## config.mk

```make
export PLATFORM = sky130hd
export DESIGN_NAME = percent_escape_decoder_flat
export DESIGN_NICKNAME = d
export VERILOG_FILES = /design/src/rtl/ped_pkg.sv /design/src/rtl/ped_enc_if.sv /design/src/rtl/ped_dec_if.sv /design/src/rtl/ped_front.sv /design/src/rtl/ped_queue.sv /design/src/rtl/ped_back.sv /design/src/rtl/percent_escape_decoder.sv /design/src/flat_wrapper.sv
export SDC_FILE = /design/constraint.sdc
export NUM_CORES = 1
export LEC_CHECK = 0
export BUFFER_PORTS_ARGS = -buffer_cell sky130_fd_sc_hd__buf_2
export CAP_MARGIN = 10
export CELL_PAD_IN_SITES_DETAIL_PLACEMENT = 0
export CELL_PAD_IN_SITES_GLOBAL_PLACEMENT = 1
export CORE_MARGIN = 3
export CORE_UTILIZATION = 45
export DETAILED_ROUTE_END_ITERATION = 10
export GPL_TIMING_DRIVEN = 1
export PLACE_DENSITY_LB_ADDON = 0.12
export SLEW_MARGIN = 20
export SYNTH_ARGS = -nofsm -noshare
export SYNTH_HDL_FRONTEND = slang
export SYNTH_HIERARCHICAL = 1
export SYNTH_SLANG_ARGS = --single-unit
export TNS_END_PERCENT = 1
```

## constraint.sdc

```tcl
create_clock -name clk -period 4.73 [get_ports clk]
set_clock_uncertainty 0.1 [all_clocks]
set_input_delay 1.1825 -clock clk [delete_from_list [all_inputs] [get_ports clk]]
set_output_delay 1.1825 -clock clk [all_outputs]
set_load 0.1 [all_outputs]
```

## src/rtl/ped_pkg.sv

```systemverilog
// Shared types and character constants for the percent escape decoder.
// Used by the front, queue and back modules; depends on nothing.
package ped_pkg;

	localparam logic [7:0] CHAR_PCT  = 8'h25;
	localparam logic [7:0] CHAR_ZERO = 8'h30;
	localparam logic [7:0] CHAR_NINE = 8'h39;
	localparam logic [7:0] CHAR_LA   = 8'h61;
	localparam logic [7:0] CHAR_LF   = 8'h66;
	localparam logic [7:0] CHAR_UA   = 8'h41;
	localparam logic [7:0] CHAR_UF   = 8'h46;

	// One queued command: the results that one input item causes.
	typedef struct packed {
		logic [7:0] byte0;
		logic       valid0;
		logic [7:0] byte1;
		logic       two;
		logic       str_end;
	} cmd_t;

endpackage

```

## src/rtl/ped_enc_if.sv

```systemverilog
// Handshake channel for escaped input bytes.
// Depends on nothing.
interface ped_enc_if;
	logic       valid;
	logic       ready;
	logic [7:0] in_byte;
	logic       in_last;

	modport source (output valid, output in_byte, output in_last, input ready);
	modport sink (input valid, input in_byte, input in_last, output ready);
endinterface

```

## src/rtl/ped_dec_if.sv

```systemverilog
// Handshake channel for decoded result items.
// Depends on nothing.
interface ped_dec_if;
	logic       valid;
	logic       ready;
	logic [7:0] out_byte;
	logic       out_valid;
	logic       run_last;
	logic       string_end;

	modport source (output valid, output out_byte, output out_valid, output run_last,
		output string_end, input ready);
	modport sink (input valid, input out_byte, input out_valid, input run_last,
		input string_end, output ready);
endinterface

```

## src/rtl/ped_front.sv

```systemverilog
// Front part: accepts input bytes, runs the decode state machine and
// builds at most one queue command per item. Depends on ped_pkg and ped_enc_if.
module ped_front (
	input  logic            clk,
	input  logic            arst_n,
	ped_enc_if.sink         enc,
	input  logic            q_ready,
	output logic            push,
	output ped_pkg::cmd_t   cmd
);

	typedef enum logic [1:0] {PH_NORMAL, PH_PCT, PH_DIGIT, PH_DONE} phase_t;

	phase_t     phase_q, phase_d;
	logic [7:0] held_q, held_d;
	logic       accept;
	logic       slot0, slot1;
	logic       b_hex;

	function automatic logic is_hex(input logic [7:0] c);
		return (c >= ped_pkg::CHAR_ZERO && c <= ped_pkg::CHAR_NINE) ||
			(c >= ped_pkg::CHAR_LA && c <= ped_pkg::CHAR_LF) ||
			(c >= ped_pkg::CHAR_UA && c <= ped_pkg::CHAR_UF);
	endfunction

	function automatic logic [3:0] hex_val(input logic [7:0] c);
		if (c <= ped_pkg::CHAR_NINE) begin
			return c[3:0];
		end
		return c[3:0] + 4'd9;
	endfunction

	assign enc.ready = q_ready;
	assign accept    = enc.valid & q_ready;
	assign b_hex     = is_hex(enc.in_byte);

	always_comb begin
		phase_d = phase_q;
		held_d  = held_q;
		slot0   = 1'b0;
		slot1   = 1'b0;
		cmd     = '0;
		case (phase_q)
			PH_NORMAL: begin
				if (enc.in_byte == 8'd0) begin
					phase_d = PH_DONE;
				end else if (enc.in_byte == ped_pkg::CHAR_PCT) begin
					phase_d = PH_PCT;
				end else begin
					cmd.byte0 = enc.in_byte;
					slot0     = 1'b1;
				end
			end
			PH_PCT: begin
				if (enc.in_byte == 8'd0) begin
					phase_d = PH_DONE;
				end else if (b_hex) begin
					held_d  = enc.in_byte;
					phase_d = PH_DIGIT;
				end else if (enc.in_byte != ped_pkg::CHAR_PCT) begin
					cmd.byte0 = enc.in_byte;
					slot0     = 1'b1;
					phase_d   = PH_NORMAL;
				end
			end
			PH_DIGIT: begin
				cmd.byte0 = held_q;
				slot0     = 1'b1;
				if (b_hex) begin
					cmd.byte0 = {hex_val(held_q), hex_val(enc.in_byte)};
					phase_d   = PH_NORMAL;
					held_d    = 8'd0;
				end else if (enc.in_byte == 8'd0) begin
					phase_d = PH_DONE;
				end else if (enc.in_byte == ped_pkg::CHAR_PCT) begin
					phase_d = PH_PCT;
				end else begin
					cmd.byte1 = enc.in_byte;
					slot1     = 1'b1;
					phase_d   = PH_NORMAL;
				end
			end
			default: begin
			end
		endcase
		cmd.valid0 = slot0;
		if (enc.in_last) begin
			// Only the step from a pending percent to a held digit leaves a
			// digit here, and that step has emitted nothing yet.
			if (phase_d == PH_DIGIT) begin
				cmd.byte0  = held_d;
				cmd.valid0 = 1'b1;
			end
			cmd.str_end = 1'b1;
			phase_d     = PH_NORMAL;
			held_d      = 8'd0;
		end
		cmd.two = slot1;
		push    = accept & (slot0 | enc.in_last);
	end

	always_ff @(posedge clk or negedge arst_n) begin
		if (!arst_n) begin
			phase_q <= PH_NORMAL;
			held_q  <= 8'd0;
		end else if (accept) begin
			phase_q <= phase_d;
			held_q  <= held_d;
		end
	end

`ifndef NO_ASSERTIONS
	a_held_is_hex: assert property (@(posedge clk) disable iff (!arst_n)
		phase_q == PH_DIGIT |-> is_hex(held_q))
		else $error("Held digit is not a hex character.");
	a_last_pushes: assert property (@(posedge clk) disable iff (!arst_n)
		accept && enc.in_last |-> push && cmd.str_end)
		else $error("Last item did not produce an end command.");
`endif

endmodule

```

## src/rtl/ped_queue.sv

```systemverilog
// Short command queue between the front and back parts.
// Depends on ped_pkg.
module ped_queue #(
	parameter int DEPTH = 4
) (
	input  logic            clk,
	input  logic            arst_n,
	input  logic            push,
	input  ped_pkg::cmd_t   push_data,
	output logic            ready,
	input  logic            pop,
	output logic            head_vld,
	output ped_pkg::cmd_t   head
);

	localparam int PTR_W = $clog2(DEPTH);
	localparam int CNT_W = $clog2(DEPTH + 1);

	ped_pkg::cmd_t      entry_q [DEPTH];
	logic [PTR_W-1:0]   wr_ptr_q, rd_ptr_q;
	logic [CNT_W-1:0]   count_q;

	assign ready    = count_q != CNT_W'(DEPTH);
	assign head_vld = count_q != '0;
	assign head     = entry_q[rd_ptr_q];

	always_ff @(posedge clk) begin
		if (push) begin
			entry_q[wr_ptr_q] <= push_data;
		end
	end

	always_ff @(posedge clk or negedge arst_n) begin
		if (!arst_n) begin
			wr_ptr_q <= '0;
			rd_ptr_q <= '0;
			count_q  <= '0;
		end else begin
			if (push) begin
				wr_ptr_q <= (wr_ptr_q == PTR_W'(DEPTH - 1)) ? '0 : wr_ptr_q + 1'b1;
			end
			if (pop) begin
				rd_ptr_q <= (rd_ptr_q == PTR_W'(DEPTH - 1)) ? '0 : rd_ptr_q + 1'b1;
			end
			if (push && !pop) begin
				count_q <= count_q + 1'b1;
			end else if (pop && !push) begin
				count_q <= count_q - 1'b1;
			end
		end
	end

`ifndef NO_ASSERTIONS
	a_no_overflow: assert property (@(posedge clk) disable iff (!arst_n)
		count_q <= CNT_W'(DEPTH))
		else $error("Command queue overflow.");
	a_pop_nonempty: assert property (@(posedge clk) disable iff (!arst_n)
		pop |-> head_vld)
		else $error("Pop from an empty command queue.");
`endif

endmodule

```

## src/rtl/ped_back.sv

```systemverilog
// Back part: takes commands from the queue and sends their results one per
// transfer through an output register. Depends on ped_pkg and ped_dec_if.
module ped_back (
	input  logic            clk,
	input  logic            arst_n,
	input  logic            head_vld,
	input  ped_pkg::cmd_t   head,
	output logic            pop,
	ped_dec_if.source       dec
);

	logic       sel_q;
	logic       ovld_q;
	logic [7:0] obyte_q;
	logic       ovalid_q, orun_q, oend_q;
	logic       load;
	logic       final_res;

	assign load      = head_vld & (~ovld_q | dec.ready);
	assign final_res = ~head.two | sel_q;
	assign pop       = load & final_res;

	assign dec.valid      = ovld_q;
	assign dec.out_byte   = obyte_q;
	assign dec.out_valid  = ovalid_q;
	assign dec.run_last   = orun_q;
	assign dec.string_end = oend_q;

	always_ff @(posedge clk or negedge arst_n) begin
		if (!arst_n) begin
			sel_q  <= 1'b0;
			ovld_q <= 1'b0;
		end else begin
			if (load) begin
				ovld_q <= 1'b1;
				sel_q  <= ~final_res;
			end else if (dec.ready) begin
				ovld_q <= 1'b0;
			end
		end
	end

	always_ff @(posedge clk) begin
		if (load) begin
			obyte_q  <= sel_q ? head.byte1 : head.byte0;
			ovalid_q <= sel_q | head.valid0;
			orun_q   <= final_res;
			oend_q   <= final_res & head.str_end;
		end
	end

`ifndef NO_ASSERTIONS
	a_sel_has_head: assert property (@(posedge clk) disable iff (!arst_n)
		sel_q |-> head_vld && head.two)
		else $error("Second result selected without a two-result command.");
	a_end_is_run_last: assert property (@(posedge clk) disable iff (!arst_n)
		dec.valid && dec.string_end |-> dec.run_last)
		else $error("String end on a result that is not the last of its item.");
`endif

endmodule

```

## src/rtl/percent_escape_decoder.sv

```systemverilog
// Top level of the percent escape decoder: front, command queue and back.
// Depends on ped_pkg, ped_enc_if, ped_dec_if, ped_front, ped_queue, ped_back.
//
//   Port  Direction  Payload                                   Transfer
//   enc   sink       in_byte, in_last                          valid & ready
//   dec   source     out_byte, out_valid, run_last, string_end valid & ready
//
// One input item is taken per cycle while the command queue has room.
// Results leave one per cycle while dec.ready is high; an item with two results
// takes two output transfers, so the output register sets the long-run rate.
// A result passes through a queue entry and then the output register.
// Reset clears the decode phase, the queue pointers and the output valid.
module percent_escape_decoder #(
	parameter int QUEUE_DEPTH = 4
) (
	input  logic       clk,
	input  logic       arst_n,
	ped_enc_if.sink    enc,
	ped_dec_if.source  dec
);

	ped_pkg::cmd_t push_cmd, head_cmd;
	logic          push, q_ready, pop, head_vld;

	ped_front u_front (
		.clk     (clk),
		.arst_n  (arst_n),
		.enc     (enc),
		.q_ready (q_ready),
		.push    (push),
		.cmd     (push_cmd)
	);

	ped_queue #(
		.DEPTH (QUEUE_DEPTH)
	) u_queue (
		.clk       (clk),
		.arst_n    (arst_n),
		.push      (push),
		.push_data (push_cmd),
		.ready     (q_ready),
		.pop       (pop),
		.head_vld  (head_vld),
		.head      (head_cmd)
	);

	ped_back u_back (
		.clk      (clk),
		.arst_n   (arst_n),
		.head_vld (head_vld),
		.head     (head_cmd),
		.pop      (pop),
		.dec      (dec)
	);

endmodule
```

## src/flat_wrapper.sv

```systemverilog
// flat-port wrapper written by rule: the top's interface ports become plain ports
module percent_escape_decoder_flat 
#(
	parameter int QUEUE_DEPTH = 4
)
  (clk, arst_n, enc_valid, enc_in_byte, enc_in_last, enc_ready, dec_valid, dec_out_byte, dec_out_valid, dec_run_last, dec_string_end, dec_ready);
  ped_enc_if enc_i ();
  ped_dec_if dec_i ();
  input  logic clk;
  input  logic arst_n;
  input wire logic [$bits(enc_i.valid)-1:0] enc_valid;
  input wire logic [$bits(enc_i.in_byte)-1:0] enc_in_byte;
  input wire logic [$bits(enc_i.in_last)-1:0] enc_in_last;
  output wire logic [$bits(enc_i.ready)-1:0] enc_ready;
  output wire logic [$bits(dec_i.valid)-1:0] dec_valid;
  output wire logic [$bits(dec_i.out_byte)-1:0] dec_out_byte;
  output wire logic [$bits(dec_i.out_valid)-1:0] dec_out_valid;
  output wire logic [$bits(dec_i.run_last)-1:0] dec_run_last;
  output wire logic [$bits(dec_i.string_end)-1:0] dec_string_end;
  input wire logic [$bits(dec_i.ready)-1:0] dec_ready;
  assign enc_i.valid = enc_valid;
  assign enc_i.in_byte = enc_in_byte;
  assign enc_i.in_last = enc_in_last;
  assign enc_ready = enc_i.ready;
  assign dec_valid = dec_i.valid;
  assign dec_out_byte = dec_i.out_byte;
  assign dec_out_valid = dec_i.out_valid;
  assign dec_run_last = dec_i.run_last;
  assign dec_string_end = dec_i.string_end;
  assign dec_i.ready = dec_ready;
  percent_escape_decoder #(.QUEUE_DEPTH(QUEUE_DEPTH)) u_core (.clk(clk), .arst_n(arst_n), .enc(enc_i), .dec(dec_i));
endmodule
```

### After elaboration in Yosys (flattened, before gate mapping)

Memories as Yosys holds them, arrays and structs flattened.
Index checks and enable logic that the tools add are counted.

| word-level totals | value |
|---|---|
| RAM bits | 76 |
| input bits | 13 |
| memories | 1 |
| bits in registers | 30 |

| cells by class | value |
|---|---|
| bitwise operators | 12 |
| magnitude comparators | 7 |
| add/subtract/negate cells | 6 |
| multiplexer cells | 54 |
| reduce and logical (&&, ||, !) cells | 14 |
| eq/ne operators | 8 |

Memory list:

| name | depth | width | rd ports | clocked after memory_dff | write ports | line | text |
|---|---|---|---|---|---|---|---|
| u_core.u_queue.entry_q | 4 | 19 | 1 | 0 | 1 | ped_queue.sv:19 | `ped_pkg::cmd_t entry_q [DEPTH];` |

Operators with widths:

| cell | number |
|---|---|
| 2-to-1 mux 8 bit | 13 |
| case mux 8 bit (3 select lines) | 1 |
| 2-to-1 mux 2 bit | 10 |
| 2-to-1 mux 1 bit | 19 |
| 2-to-1 mux 9 bit | 2 |
| greater-or-equal comparator 8 x 7 -> 1 bit (second input constant) | 2 |
| less-or-equal comparator 8 x 6 -> 1 bit (second input constant) | 2 |
| less-or-equal comparator 8 x 7 -> 1 bit (second input constant) | 2 |
| 2-to-1 mux 4 bit | 4 |
| case mux 8 bit (2 select lines) | 1 |
| adder 4 bit (second input constant) | 2 |
| equality test 2 bit (second input constant) | 4 |
| equality test 8 x 6 -> 1 bit (second input constant) | 1 |
| greater-or-equal comparator 8 x 6 -> 1 bit (second input constant) | 1 |
| logical NOT 8 bit | 1 |
| inequality test 8 x 6 -> 1 bit (second input constant) | 1 |
| 2-to-1 mux 3 bit | 2 |
| case mux 2 bit (3 select lines) | 1 |
| bitwise AND 1 bit | 5 |
| logical AND 1 bit | 5 |
| adder 2 x 1 -> 2 bit (second input constant) | 2 |
| OR 1 bit | 4 |
| nonzero test 2 bit | 2 |
| adder 3 x 1 -> 3 bit (second input constant) | 1 |
| other kinds (9) | 13 |

### Logic depth before layout (Yosys ltp)

Gate-level depths: netlist of the first run.

| logic depth | value |
|---|---|
| depth in word-level cells | 13 |
| depth in mapped cells | 14 |

### By module

Netlist of the first run, hierarchy kept.

By module, submodules not included:

| module | area an instance (µm²) | times used | cells each | seq. area each (µm²) |
|---|---|---|---|---|
| ped_queue | 3,160.5 | 1 | 137 | 2,457.4 |
| ped_front | 1,427.6 | 1 | 183 | 250.2 |
| ped_back | 589.3 | 1 | 32 | 380.4 |

### Worst setup path before layout of the first run

Ideal clock, no wire load.

| timing path | value |
|---|---|
| kind | input to register |
| start point | input enc_in_byte[1] |
| end point | register u_core.u_queue.count_q[2] |
| data arrival time | 3.774 ns |
| slack | 0.777 ns |
| buffers on the path | 0 |
| stages | 12 |
| setup time | 0.079 ns |
| path through | inv_1 ha_1 and3_1 o21ai_0 a21oi_1 o31ai_1 ha_1 inv_1 fa_1 xor2_1 nor2_1 xor2_1 |

| on the way | value |
|---|---|
| longest elaborated chain between the ends | 12 |
| elaborated cells on any way between the ends | 27 |
| classes of those cells | order compare: 6; eq/ne: 2; mux: 7; bitwise: 2; reduce/logical: 10 |

Ends and longest elaborated chain:

| what | line | text |
|---|---|---|
| from (decl) | flat_wrapper.sv:12 | `input wire logic [$bits(enc_i.in_byte)-1:0] enc_in_byte;` |
| greater-or-equal comparator 8 x 6 -> 1 bit (tied with other cells) | ped_front.sv:21 | `return (c >= ped_pkg::CHAR_ZERO && c <= ped_pkg::CHAR_NINE) \|\|` |
| logical AND 1 bit, on equally long branches | ped_front.sv:21, ped_front.sv:22 |  |
| logical OR 1 bit | ped_front.sv:21 |  |
| logical OR 1 bit | ped_front.sv:22 | `(c >= ped_pkg::CHAR_LA && c <= ped_pkg::CHAR_LF) \|\|` |
| 2-to-1 mux 1 bit | ped_front.sv:57 | `end else if (b_hex) begin` |
| 2-to-1 mux 1 bit | ped_front.sv:55 | `if (enc.in_byte == 8'd0) begin` |
| case mux 1 bit (3 select lines) * | ped_front.sv:43 | `case (phase_q)` |
| OR 1 bit * | ped_front.sv:99 | `push = accept & (slot0 \| enc.in_last);` |
| bitwise AND 1 bit * | ped_front.sv:99 |  |
| via u_core.push | percent_escape_decoder.sv:23 | `logic push, q_ready, pop, head_vld;` |
| logical NOT 1 bit | ped_queue.sv:47 | `end else if (pop && !push) begin` |
| logical AND 1 bit | ped_queue.sv:47 |  |
| nonzero test 2 bit (no line) | n/a |  |
| to (signal assigned) | ped_queue.sv:46 | `count_q <= count_q + 1'b1;` |
| to (signal assigned) | ped_queue.sv:48 | `count_q <= count_q - 1'b1;` |
| to (decl) | ped_queue.sv:21 | `logic [CNT_W-1:0] count_q;` |

Mark *: on every way through the listed nets, which the timed path passes. The rest lies on a longest branch.
A chain may end at the register's enable or synchronous reset.

### Worst setup path in the final report of the first run

| timing path | value |
|---|---|
| start point | input enc_in_byte[0] |
| end point | register u_core.u_queue.count_q[1] |

The elaborated chain is that of the path after synthesis.

==> flow_summary.ini, run 1 <==
[yosys]
synth.lib_cells_used.distinct = 52
yosys_most_used_dff = sky130_fd_sc_hd__edfxtp_1
post_synth_inst_count = 352
synth.yosys.seq_area_share_pct = 59.6
ys.warnings.count = 6
post_synth_xor_area_fraction_pct = 0.846
synth_area_um2 = 5180
synth_compound_gate_area_share_pct = 9.76
synth.ff_latch_count = 106
synth_enable_flop_cells = 87
postSynthAreaPerCell_um2 = 14.7
synth_top_family_by_area = multiplexers
synth_simple_gate_area_share_pct = 7.95
postSynthNetCount = 382
adder_cell_share_of_the_synthesized_area_pct = 4.25
synth_async_sr_flop_share_pct = 17.9
post_synth_mux_area_share_pct = 14.1

[placement]
dp.final_hpwl_mm = 7.22
global_placement_routability_congestion = 0.831
placed_area_um2 = 5460
port_buffers = 25
dpl_worst_slack_ps = 556

[die]
fp.dieH_um = 113
die_width_um = 113
start_util_pct = 46.9
dieArea_um2 = 12800
placementRows = 38
io-pin-count = 26
design.core.area_um2 = 11000

[global_routing]
antenna_violations_before_repair = 0
grt_pass1_wl_mm = 17.1
grt_use_total_pct = 17.6
pin_count_of_the_biggest_net_entering_global_routing = 23
first_global_vias = 3069
gr-total-overflow = 0

[routing]
detailroute.via_count = 3033
vias_per_cell = 5.74
ant_nets = 0
detail_route.drc_violations = 0
first_iter_violations = 253
routedLengthMet1_mm = 5.24
first_pass_iters = 4
dr_wl_met2_mm = 4.68
routedWlPerCell_um = 19.8
route.final.wire_length_mm = 10.4
met3RoutedLength_um = 362
top_layer_used = met4

[clocking]
postCtsSetupRepairBufs = 0
cts.root.buffer_cell = sky130_fd_sc_hd__clkbuf_16
cts_tree = done
clkLatencyLatePin_ps = 340
cts.repair.resized = 0
clock_path_buffers = 2
htreeDepth = 3
cts_buffers = 9
hold_fix_buffers_cts = 0
cts.sink_count = 106
clk_pin_slew_worst_paths_ps = 70

[sta]
worstMarginPinSlew_ps = 734
setup_repair_after_global_routing_missed_its_margin = no
total_negative_slack_ps = 0
min_period_ps = 3820
hold_viol = 0
min_period_over_period_pct = 80.7
max_freq_mhz = 262
setup_violations = 0
post_route_worst_setup_slack_ps = 911
slew_headroom_pct = 50.9
final-max-slew-violation-count = 0

[flow_run]
cap_viol_max_count = 0

[critical_path]
start_kind = primary input
cp_data_arrival_time_ps = 3950
critPathKind = in -> reg
crit_slowest_cell = sky130_fd_sc_hd__o32a_1
end_kind = flip-flop
cp_data_required_time_ps = 4860
path_cells = buf_2, inv_1, ha_1, nor3b_1, o32a_1, o21ai_0, nand2_1, a21oi_1, o31ai_1, buf_4, ha_1, inv_1, fa_1, mux2_2
worstPathMaxFanout = 9
worst_path_largest_cell_delay_ps = 410

[cells_and_area]
area_delta_synth_final_pct = 10.9
fill_cells = 958
final_cell_mix = sky130_fd_sc_hd__edfxtp_1 (87), sky130_fd_sc_hd__buf_2 (25), sky130_fd_sc_hd__nor2_1 (19), sky130_fd_sc_hd__dfrtp_1 (19)
layout_commonest_cell = sky130_fd_sc_hd__edfxtp_1
area.sequential_um2 = 3090
share_of_cells_above_drive_strength_1_pct = 22.9
diodes = 0
multi_input_logic_area_um2 = 1910
final_cell_area_um2 = 5740
design.final.nets = 413
final_core_utilization_pct = 52.1

[worst_hold_path]
hp-class = reg -> reg

[power_and_ir_drop]
p_leak_nw = 2.13
cellPowerDensity_nw_per_um2 = 587
max-vdd-ir-drop_mv = 0.641
finalPower_mw = 3.37

[outcome]
run_status = finished, final reports clean
==> state kept, by name, indices dropped and copies added (netlist names) <==
name,cells
u_core/u_back/dec.out_valid,1
u_core/u_back/dec.run_last,1
u_core/u_front/phase_q,2
u_core/u_queue/rd_ptr_q,2
u_core/u_back/dec.valid,1
u_core/u_back/dec.out_byte,8
u_core/u_queue/entry_q,76
u_core/u_queue/count_q,3
u_core/u_back/sel_q,1
u_core/u_queue/wr_ptr_q,2
u_core/u_front/held_q,8
u_core/u_back/dec.string_end,1
==> metal layers <==
layer / up-vias / GRT usage [%]
met1: 1514 / 26.5
met4: 0 / 4.81
met5: - / 0
li1: 1418 / -
met2: 84 / 26.0
met3: 17 / 3.64
==> stage by stage <==
step                      std cells  hold slack [ps]
after global routing            528              438
after detailed placement        512              422
after global placement          512              382
after CTS                       528              435
after floorplan                 352              355
final                           528              426
==> cells by family (layout without fill, tap and decap cells) <==
| group | Yosys count | count (layout) |
|---|---|---|
| flip-flops | 106 | 106 |
| AND/OR/NAND/NOR | 78 | 78 |
| AO/OA/AOI/OAI | 69 | 69 |
| multiplexers | 43 | 43 |
| buffers and inverters | 34 | 70 |
| adder cells (fa/ha/maj) | 17 | 17 |
| XOR/XNOR | 5 | 5 |
==> cell type report <==
type                            instances  area share, %
Timing Repair Buffer                   37           3.75
Tap cell                              140           3.05
Multi-Input combinational cell        212           33.3
Clock inverter                          6           1.00
Inverter                               17           1.11
Sequential cell                       106           53.8
Clock buffer                           10           3.99
==> path summary, 6_finish.rpt <==
path	startpoint	end	slack [ps]	cells after the start
setup reg to reg	u_core/u_front/phase_q[1]$_DFFE_PN0P_	u_core/u_queue/count_q[2]$_DFFE_PN0P_	1590	13
max in group asynchronous	arst_n	u_core/u_front/held_q[4]$_DFFE_PN0P_	3480	1
hold / removal	u_core/u_queue/count_q[2]$_DFFE_PN0P_	u_core/u_queue/count_q[2]$_DFFE_PN0P_	430	1
hold reg to reg	u_core/u_queue/count_q[2]$_DFFE_PN0P_	u_core/u_queue/count_q[2]$_DFFE_PN0P_	430	1
setup / recovery	enc_in_byte[0]	u_core/u_queue/count_q[1]$_DFFE_PN0P_	910	14
min in group asynchronous	arst_n	u_core/u_queue/wr_ptr_q[0]$_DFFE_PN0P_	700	1
==> critical path, delay by kind of cell <==
| kind | cells | cell delay (ps) |
|---|---|---|
| adder cells (fa/ha/maj) | 3 | 840 |
| buffers and inverters | 4 | 470 |
| AND/OR/NAND/NOR | 2 | 230 |
| AO/OA/AOI/OAI | 4 | 960 |
| multiplexers | 1 | 260 |
==> synthesized netlist by cell type (all sizes together), types with 3 or more instances <==
cell type   n  area, um2
o21bai      4       30.0
edfxtp     87       2610
o31ai       3       22.5
a22o       18        158
mux2       18        240
nor2b       4       25.0
inv        17       63.8
a31oi       3       18.8
dfrtp      19        475
ha         16        200
nor2       19       71.3
nand2b      6       45.0
o21ai      14       70.1
xnor2       3       26.3
a211oi      6       45.0
nand3       4       20.0
nor3b       4       30.0
and3        7       43.8
mux2i       6       60.1
a21oi       3       15.0
o32a        3       30.0
mux4       19        432
and2        8       50.1
nand2      18       75.1
buf        11       90.1
o22ai       3       18.8
clkbuf      6       22.5
==> report_power, final <==
group          internal (mW)  total [mW]  switching [mW]
registers               1.30        1.39          0.0860
logic                  0.453        1.26           0.811
clock network          0.406       0.721           0.315
total                   2.16        3.37            1.21
(Power assumes the default switching activity.)
==> inputs of run 2 (changes only) <==
==> constraint.sdc (replaced) <==
create_clock -name clk -period 3.1 [get_ports clk]
set_clock_uncertainty 0.1 [all_clocks]
set_input_delay 0.775 -clock clk [delete_from_list [all_inputs] [get_ports clk]]
set_output_delay 0.775 -clock clk [all_outputs]
set_load 0.1 [all_outputs]
==> flow_summary.ini, run 2 (synthesis results as in run 1) <==
[outcome]
run_status = finished, final reports clean

[power_and_ir_drop]
max-vdd-ir-drop_mv = 0.639
p_leak_nw = 2.31
cellPowerDensity_nw_per_um2 = 858

[placement]
dp_cells = 546
dp.final_hpwl_mm = 7.44
port_buffers = 25
placed_area_um2 = 5810
global_placement_routability_congestion = 0.841

[cells_and_area]
area.sequential_um2 = 3090
area_delta_synth_final_pct = 17.2
diodes = 0
final_cell_area_um2 = 6070
layoutNonFillerInstCount = 562
largest-register = u_core/u_queue/entry_q
design.final.nets = 447
largest_reg_flops = 76
share_of_cells_above_drive_strength_1_pct = 31.0
final_cell_mix = sky130_fd_sc_hd__edfxtp_1 (87), sky130_fd_sc_hd__buf_4 (41), sky130_fd_sc_hd__buf_2 (25), sky130_fd_sc_hd__nor2_1 (19), sky130_fd_sc_hd__dfrtp_1 (19)
fill_cells = 902
layout_commonest_cell = sky130_fd_sc_hd__edfxtp_1
multi_input_logic_area_um2 = 1950

[critical_path]
start_kind = primary input
worst_path_largest_cell_delay_ps = 410
worstPathMaxFanout = 3
critPathKind = in -> reg
crit_slowest_cell = sky130_fd_sc_hd__fa_2
cp_data_required_time_ps = 3230
end_kind = flip-flop
cp_data_arrival_time_ps = 3110
path_cells = buf_2, or3b_1, o32a_1, o21ai_1, nand2_1, a21oi_2, o31ai_4, ha_2, inv_2, fa_2, mux2_2

[clocking]
cts_tree = done
clkLatencyLatePin_ps = 340
htreeDepth = 3
cts.repair.resized = 0
cts.root.buffer_cell = sky130_fd_sc_hd__clkbuf_16
cts_buffers = 9
hold_fix_buffers_cts = 0
postCtsSetupRepairBufs = 0
clock_path_buffers = 2
cts.sink_count = 106
clk_pin_slew_worst_paths_ps = 70

[routing]
met3RoutedLength_um = 546
vias_per_cell = 5.52
detail_route.drc_violations = 0
routedLengthMet1_mm = 5.18
first_pass_iters = 4
detailroute.via_count = 3105
route.final.wire_length_mm = 10.9
first_iter_violations = 232
dr_wl_met2_mm = 5.03
top_layer_used = met4
routedWlPerCell_um = 19.4
ant_nets = 0

[die]
die_width_um = 113
placementRows = 38
fp.dieH_um = 113
design.core.area_um2 = 11000
io-pin-count = 26
dieArea_um2 = 12800
start_util_pct = 46.9

[sta]
slew_headroom_pct = 55.8
max_freq_mhz = 335
hold_slack_ps = 277
worstMarginPinSlew_ps = 659
min_period_ps = 2980
min_period_over_period_pct = 96.2
setup_repair_after_global_routing_missed_its_margin = no
total_negative_slack_ps = 0
hold_viol = 0
final-max-slew-violation-count = 0
setup_violations = 0

[global_routing]
grt_use_total_pct = 18.4
first_global_vias = 3140
pin_count_of_the_biggest_net_entering_global_routing = 22
antenna_violations_before_repair = 0
grt_pass1_wl_mm = 17.9
gr-total-overflow = 0

[worst_hold_path]
hp-class = in -> async

[flow_run]
cap_viol_max_count = 0
[run 2: changes by cell type in the layout (fill, tap and decap cells not counted), sizes merged]
cell      previous run  this run
buf                 37        71
bufinv               1         0
clkbuf              10        12
clkinv               4         3
clkinvlp             1         0
inv                 17        18
[run 2: worst paths after layout]
path	start	to	slack (ps)	depth (start not counted)
worst max-delay path	enc_in_byte[3]	u_core/u_queue/count_q[1]$_DFFE_PN0P_	120	11
worst min-delay path	arst_n	u_core/u_queue/count_q[1]$_DFFE_PN0P_	280	1
worst max register to register	u_core/u_front/phase_q[0]$_DFFE_PN0P_	u_core/u_queue/entry_q[0][16]$_DFFE_PP_	320	10
worst min register to register	u_core/u_queue/count_q[2]$_DFFE_PN0P_	u_core/u_queue/count_q[2]$_DFFE_PN0P_	380	1
max in group asynchronous	arst_n	u_core/u_front/held_q[7]$_DFFE_PN0P_	2290	1
min in group clk	u_core/u_queue/count_q[2]$_DFFE_PN0P_	u_core/u_queue/count_q[2]$_DFFE_PN0P_	380	1
[run 2: per-layer routing]
layer  global-route usage, %  up-vias
li1                        -     1489
met1                    27.7     1527
met2                    27.3       79
met3                    2.46       10
met4                    7.13        0
met5                       0        -
[run 2: cell type report]
cell class              count  area share (%)
clock buffers              12            3.90
clock inverters             4           0.433
inverters                  17            1.05
multi-input cells         212            32.1
flip-flops and latches    106            50.9
well taps                 140            2.89
repair buffers             71            8.78
[run 2: power breakdown]
group	total (mW)	switching (mW)	leakage, nW	internal (mW)
combinational	2.09	1.29	1.13	0.792
sequential	2.09	0.110	1.05	1.98
clock	1.03	0.481	0.129	0.546
total	5.21	1.88	2.31	3.32
[run 2: critical path: cells and delay by family]
family	cells	cell delay [ps]
multiplexers	1	260
AND/OR/NAND/NOR	2	450
AO/OA/AOI/OAI	4	860
adder cells (fa/ha/maj)	2	610
buffers and inverters	2	150
[run 2: per-stage QoR]
step	setup slack (ps)	util [%]	total power, mW
final	118	55.0	5.21
after global routing	17.2	55.0	5.50
after CTS	126	55.0	5.28
after detailed placement	-239	52.6	4.25
after global placement	-213	52.6	4.20
after floorplan	-94.0	-	3.75
==> inputs of run 3 (changes only) <==
--- a/config.mk
+++ b/config.mk
@@ -14,6 +14,7 @@
 export DETAILED_ROUTE_END_ITERATION = 10
 export GPL_TIMING_DRIVEN = 1
 export PLACE_DENSITY_LB_ADDON = 0.12
+export REMOVE_ABC_BUFFERS = 1
 export SLEW_MARGIN = 20
 export SYNTH_ARGS = -nofsm -noshare
 export SYNTH_HDL_FRONTEND = slang
==> flow_summary.ini, run 3 (synthesis results as in run 1) <==
[critical_path]
startpoint = enc_in_byte[0]
worstPathMaxFanout = 4
crit_slowest_cell = sky130_fd_sc_hd__fa_1
cp_data_required_time_ps = 3230
end_kind = flip-flop
worst_path_largest_cell_delay_ps = 400
cp_data_arrival_time_ps = 3120
rr_startpoint = u_core/u_front/phase_q[0]$_DFFE_PN0P_
critPathKind = in -> reg
path_cells = buf_2, inv_1, ha_1, nor3b_1, o32a_1, o21ai_2, nand2_1, a21oi_2, o31ai_2, ha_1, inv_1, fa_1, mux2_2
start_kind = primary input

[cells_and_area]
fill_cells = 946
largest-register = u_core/u_queue/entry_q
share_of_cells_above_drive_strength_1_pct = 30.3
layout_commonest_cell = sky130_fd_sc_hd__edfxtp_1
area.sequential_um2 = 3090
multi_input_logic_area_um2 = 1940
design.final.nets = 444
final_core_utilization_pct = 55.0
final_cell_mix = sky130_fd_sc_hd__edfxtp_1 (87), sky130_fd_sc_hd__buf_4 (37), sky130_fd_sc_hd__buf_2 (25), sky130_fd_sc_hd__nor2_1 (19), sky130_fd_sc_hd__dfrtp_1 (19)
largest_reg_flops = 76
area_delta_synth_final_pct = 17.3
diodes = 0

[routing]
detail_route.drc_violations = 0
vias_per_cell = 5.55
routedWlPerCell_um = 19.6
ant_nets = 0
detailroute.via_count = 3100
route.final.wire_length_mm = 10.9
first_pass_iters = 4
first_iter_violations = 241

[clocking]
cts_tree = done
cts.root.buffer_cell = sky130_fd_sc_hd__clkbuf_16
clk_pin_slew_worst_paths_ps = 70
cts.sink_count = 106
cts_buffers = 9
clkLatencyLatePin_ps = 340
clock_path_buffers = 2
htreeDepth = 3

[placement]
port_buffers = 25
global_placement_routability_congestion = 0.857
dp.final_hpwl_mm = 7.39

[power_and_ir_drop]
internal_power_mw = 3.40
max-vdd-ir-drop_mv = 0.656
power.combinational.fraction_pct = 39.2
cellPowerDensity_nw_per_um2 = 874
power_switching_share_pct = 35.8
pwr-share-seq_pct = 39.4
power.share.clock_pct = 21.4
power.net_switching_mw = 1.90
finalPower_mw = 5.30
p_leak_nw = 2.31

[global_routing]
grt_pass1_wl_mm = 17.6
first_global_vias = 3162
grt_use_total_pct = 18.4
antenna_violations_before_repair = 0
pin_count_of_the_biggest_net_entering_global_routing = 22
gr-total-overflow = 0

[sta]
hold_viol = 0
slew_headroom_pct = 57.0
setup_violations = 0
min_period_ps = 2990
setup_repair_after_global_routing_missed_its_margin = yes
max_freq_mhz = 335
final-max-slew-violation-count = 0
worstMarginPinSlew_ps = 641
min_period_over_period_pct = 96.4

[die]
io-pin-count = 26
start_util_pct = 46.9
design.core.area_um2 = 11000
die_width_um = 113
placementRows = 38
fp.dieH_um = 113
dieArea_um2 = 12800

[outcome]
run_status = finished, final reports clean

[worst_hold_path]
hp-class = in -> async

[flow_run]
cap_viol_max_count = 0
## run 3: power by group through the flow
stage                     Sequential, mW  Clock [mW]  Combinational, mW
after floorplan                     2.75           0              0.910
after global placement              2.11           0               2.09
after detailed placement            2.13           0               2.10
after CTS                           2.10        1.16               2.11
after global routing                2.13        1.21               2.24
final                               2.09        1.13               2.08
## run 3: cell type report
class | count | area share (%)
multi-input combinational | 212 | 31.9
inverter | 17 | 1.05
sequential | 106 | 50.9
clock inverter | 5 | 0.989
tap | 140 | 2.89
timing repair buffer | 68 | 8.47
clock buffer | 11 | 3.83
## run 3: critical path, delay by kind of cell
kind	cells	cell delay, ps
adders and majority gates	3	850
AOI/OAI and AO/OA	4	800
muxes	1	270
and+or+nand+nor	2	220
buffers and inverters	3	210
## run 3: routing by layer
| layer | wire [um] | vias to the layer above | share of wire (%) | GRT usage (%) |
|---|---|---|---|---|
| li1 | - | 1484 | - | - |
| met1 | 5320 | 1531 | 49 | 26.7 |
| met2 | 5040 | 73 | 46 | 28.5 |
| met3 | 390 | 12 | 3.6 | 2.78 |
| met4 | 184 | 0 | 1.7 | 6.01 |
| met5 | 0 | - | 0 | 0 |
## run 3: repair_timing
action | CTS | global route
pin swaps | 0 | 3
endpoints found under the setup margin | 2 | 2
gates cloned | 0 | 0
setup buffers | 0 | 0
gates resized for setup | 2 | 5
hold buffers | 0 | 0
## run 3: metrics by stage
stage / cell area [um2] / TNS [ps] / instances / hold WS, ps / worst slack, ps
2_1_floorplan: 5060 / -25250 / 335 / 355 / -446
3_3_place_gp: 5750 / -9920 / 543 / 374 / -324
3_5_place_dp: 5750 / -18890 / 543 / 377 / -437
4_1_cts: 6050 / 0 / 559 / 299 / 42.7
5_1_grt: 6070 / -8.49 / 559 / 317 / -8.49
6_report: 6070 / 0 / 559 / 289 / 111
## run 3: path summary, 6_finish.rpt
check	cells past startpoint	to	slack [ps]
worst max-delay path	13	u_core/u_queue/count_q[1]$_DFFE_PN0P_	110
worst min-delay path	1	u_core/u_queue/count_q[0]$_DFFE_PN0P_	290
worst max register to register	8	u_core/u_queue/entry_q[3][11]$_DFFE_PP_	510
worst min register to register	1	u_core/u_queue/count_q[2]$_DFFE_PN0P_	390
max in group asynchronous	1	u_core/u_front/held_q[0]$_DFFE_PN0P_	2260
min in group clk	1	u_core/u_queue/count_q[2]$_DFFE_PN0P_	390
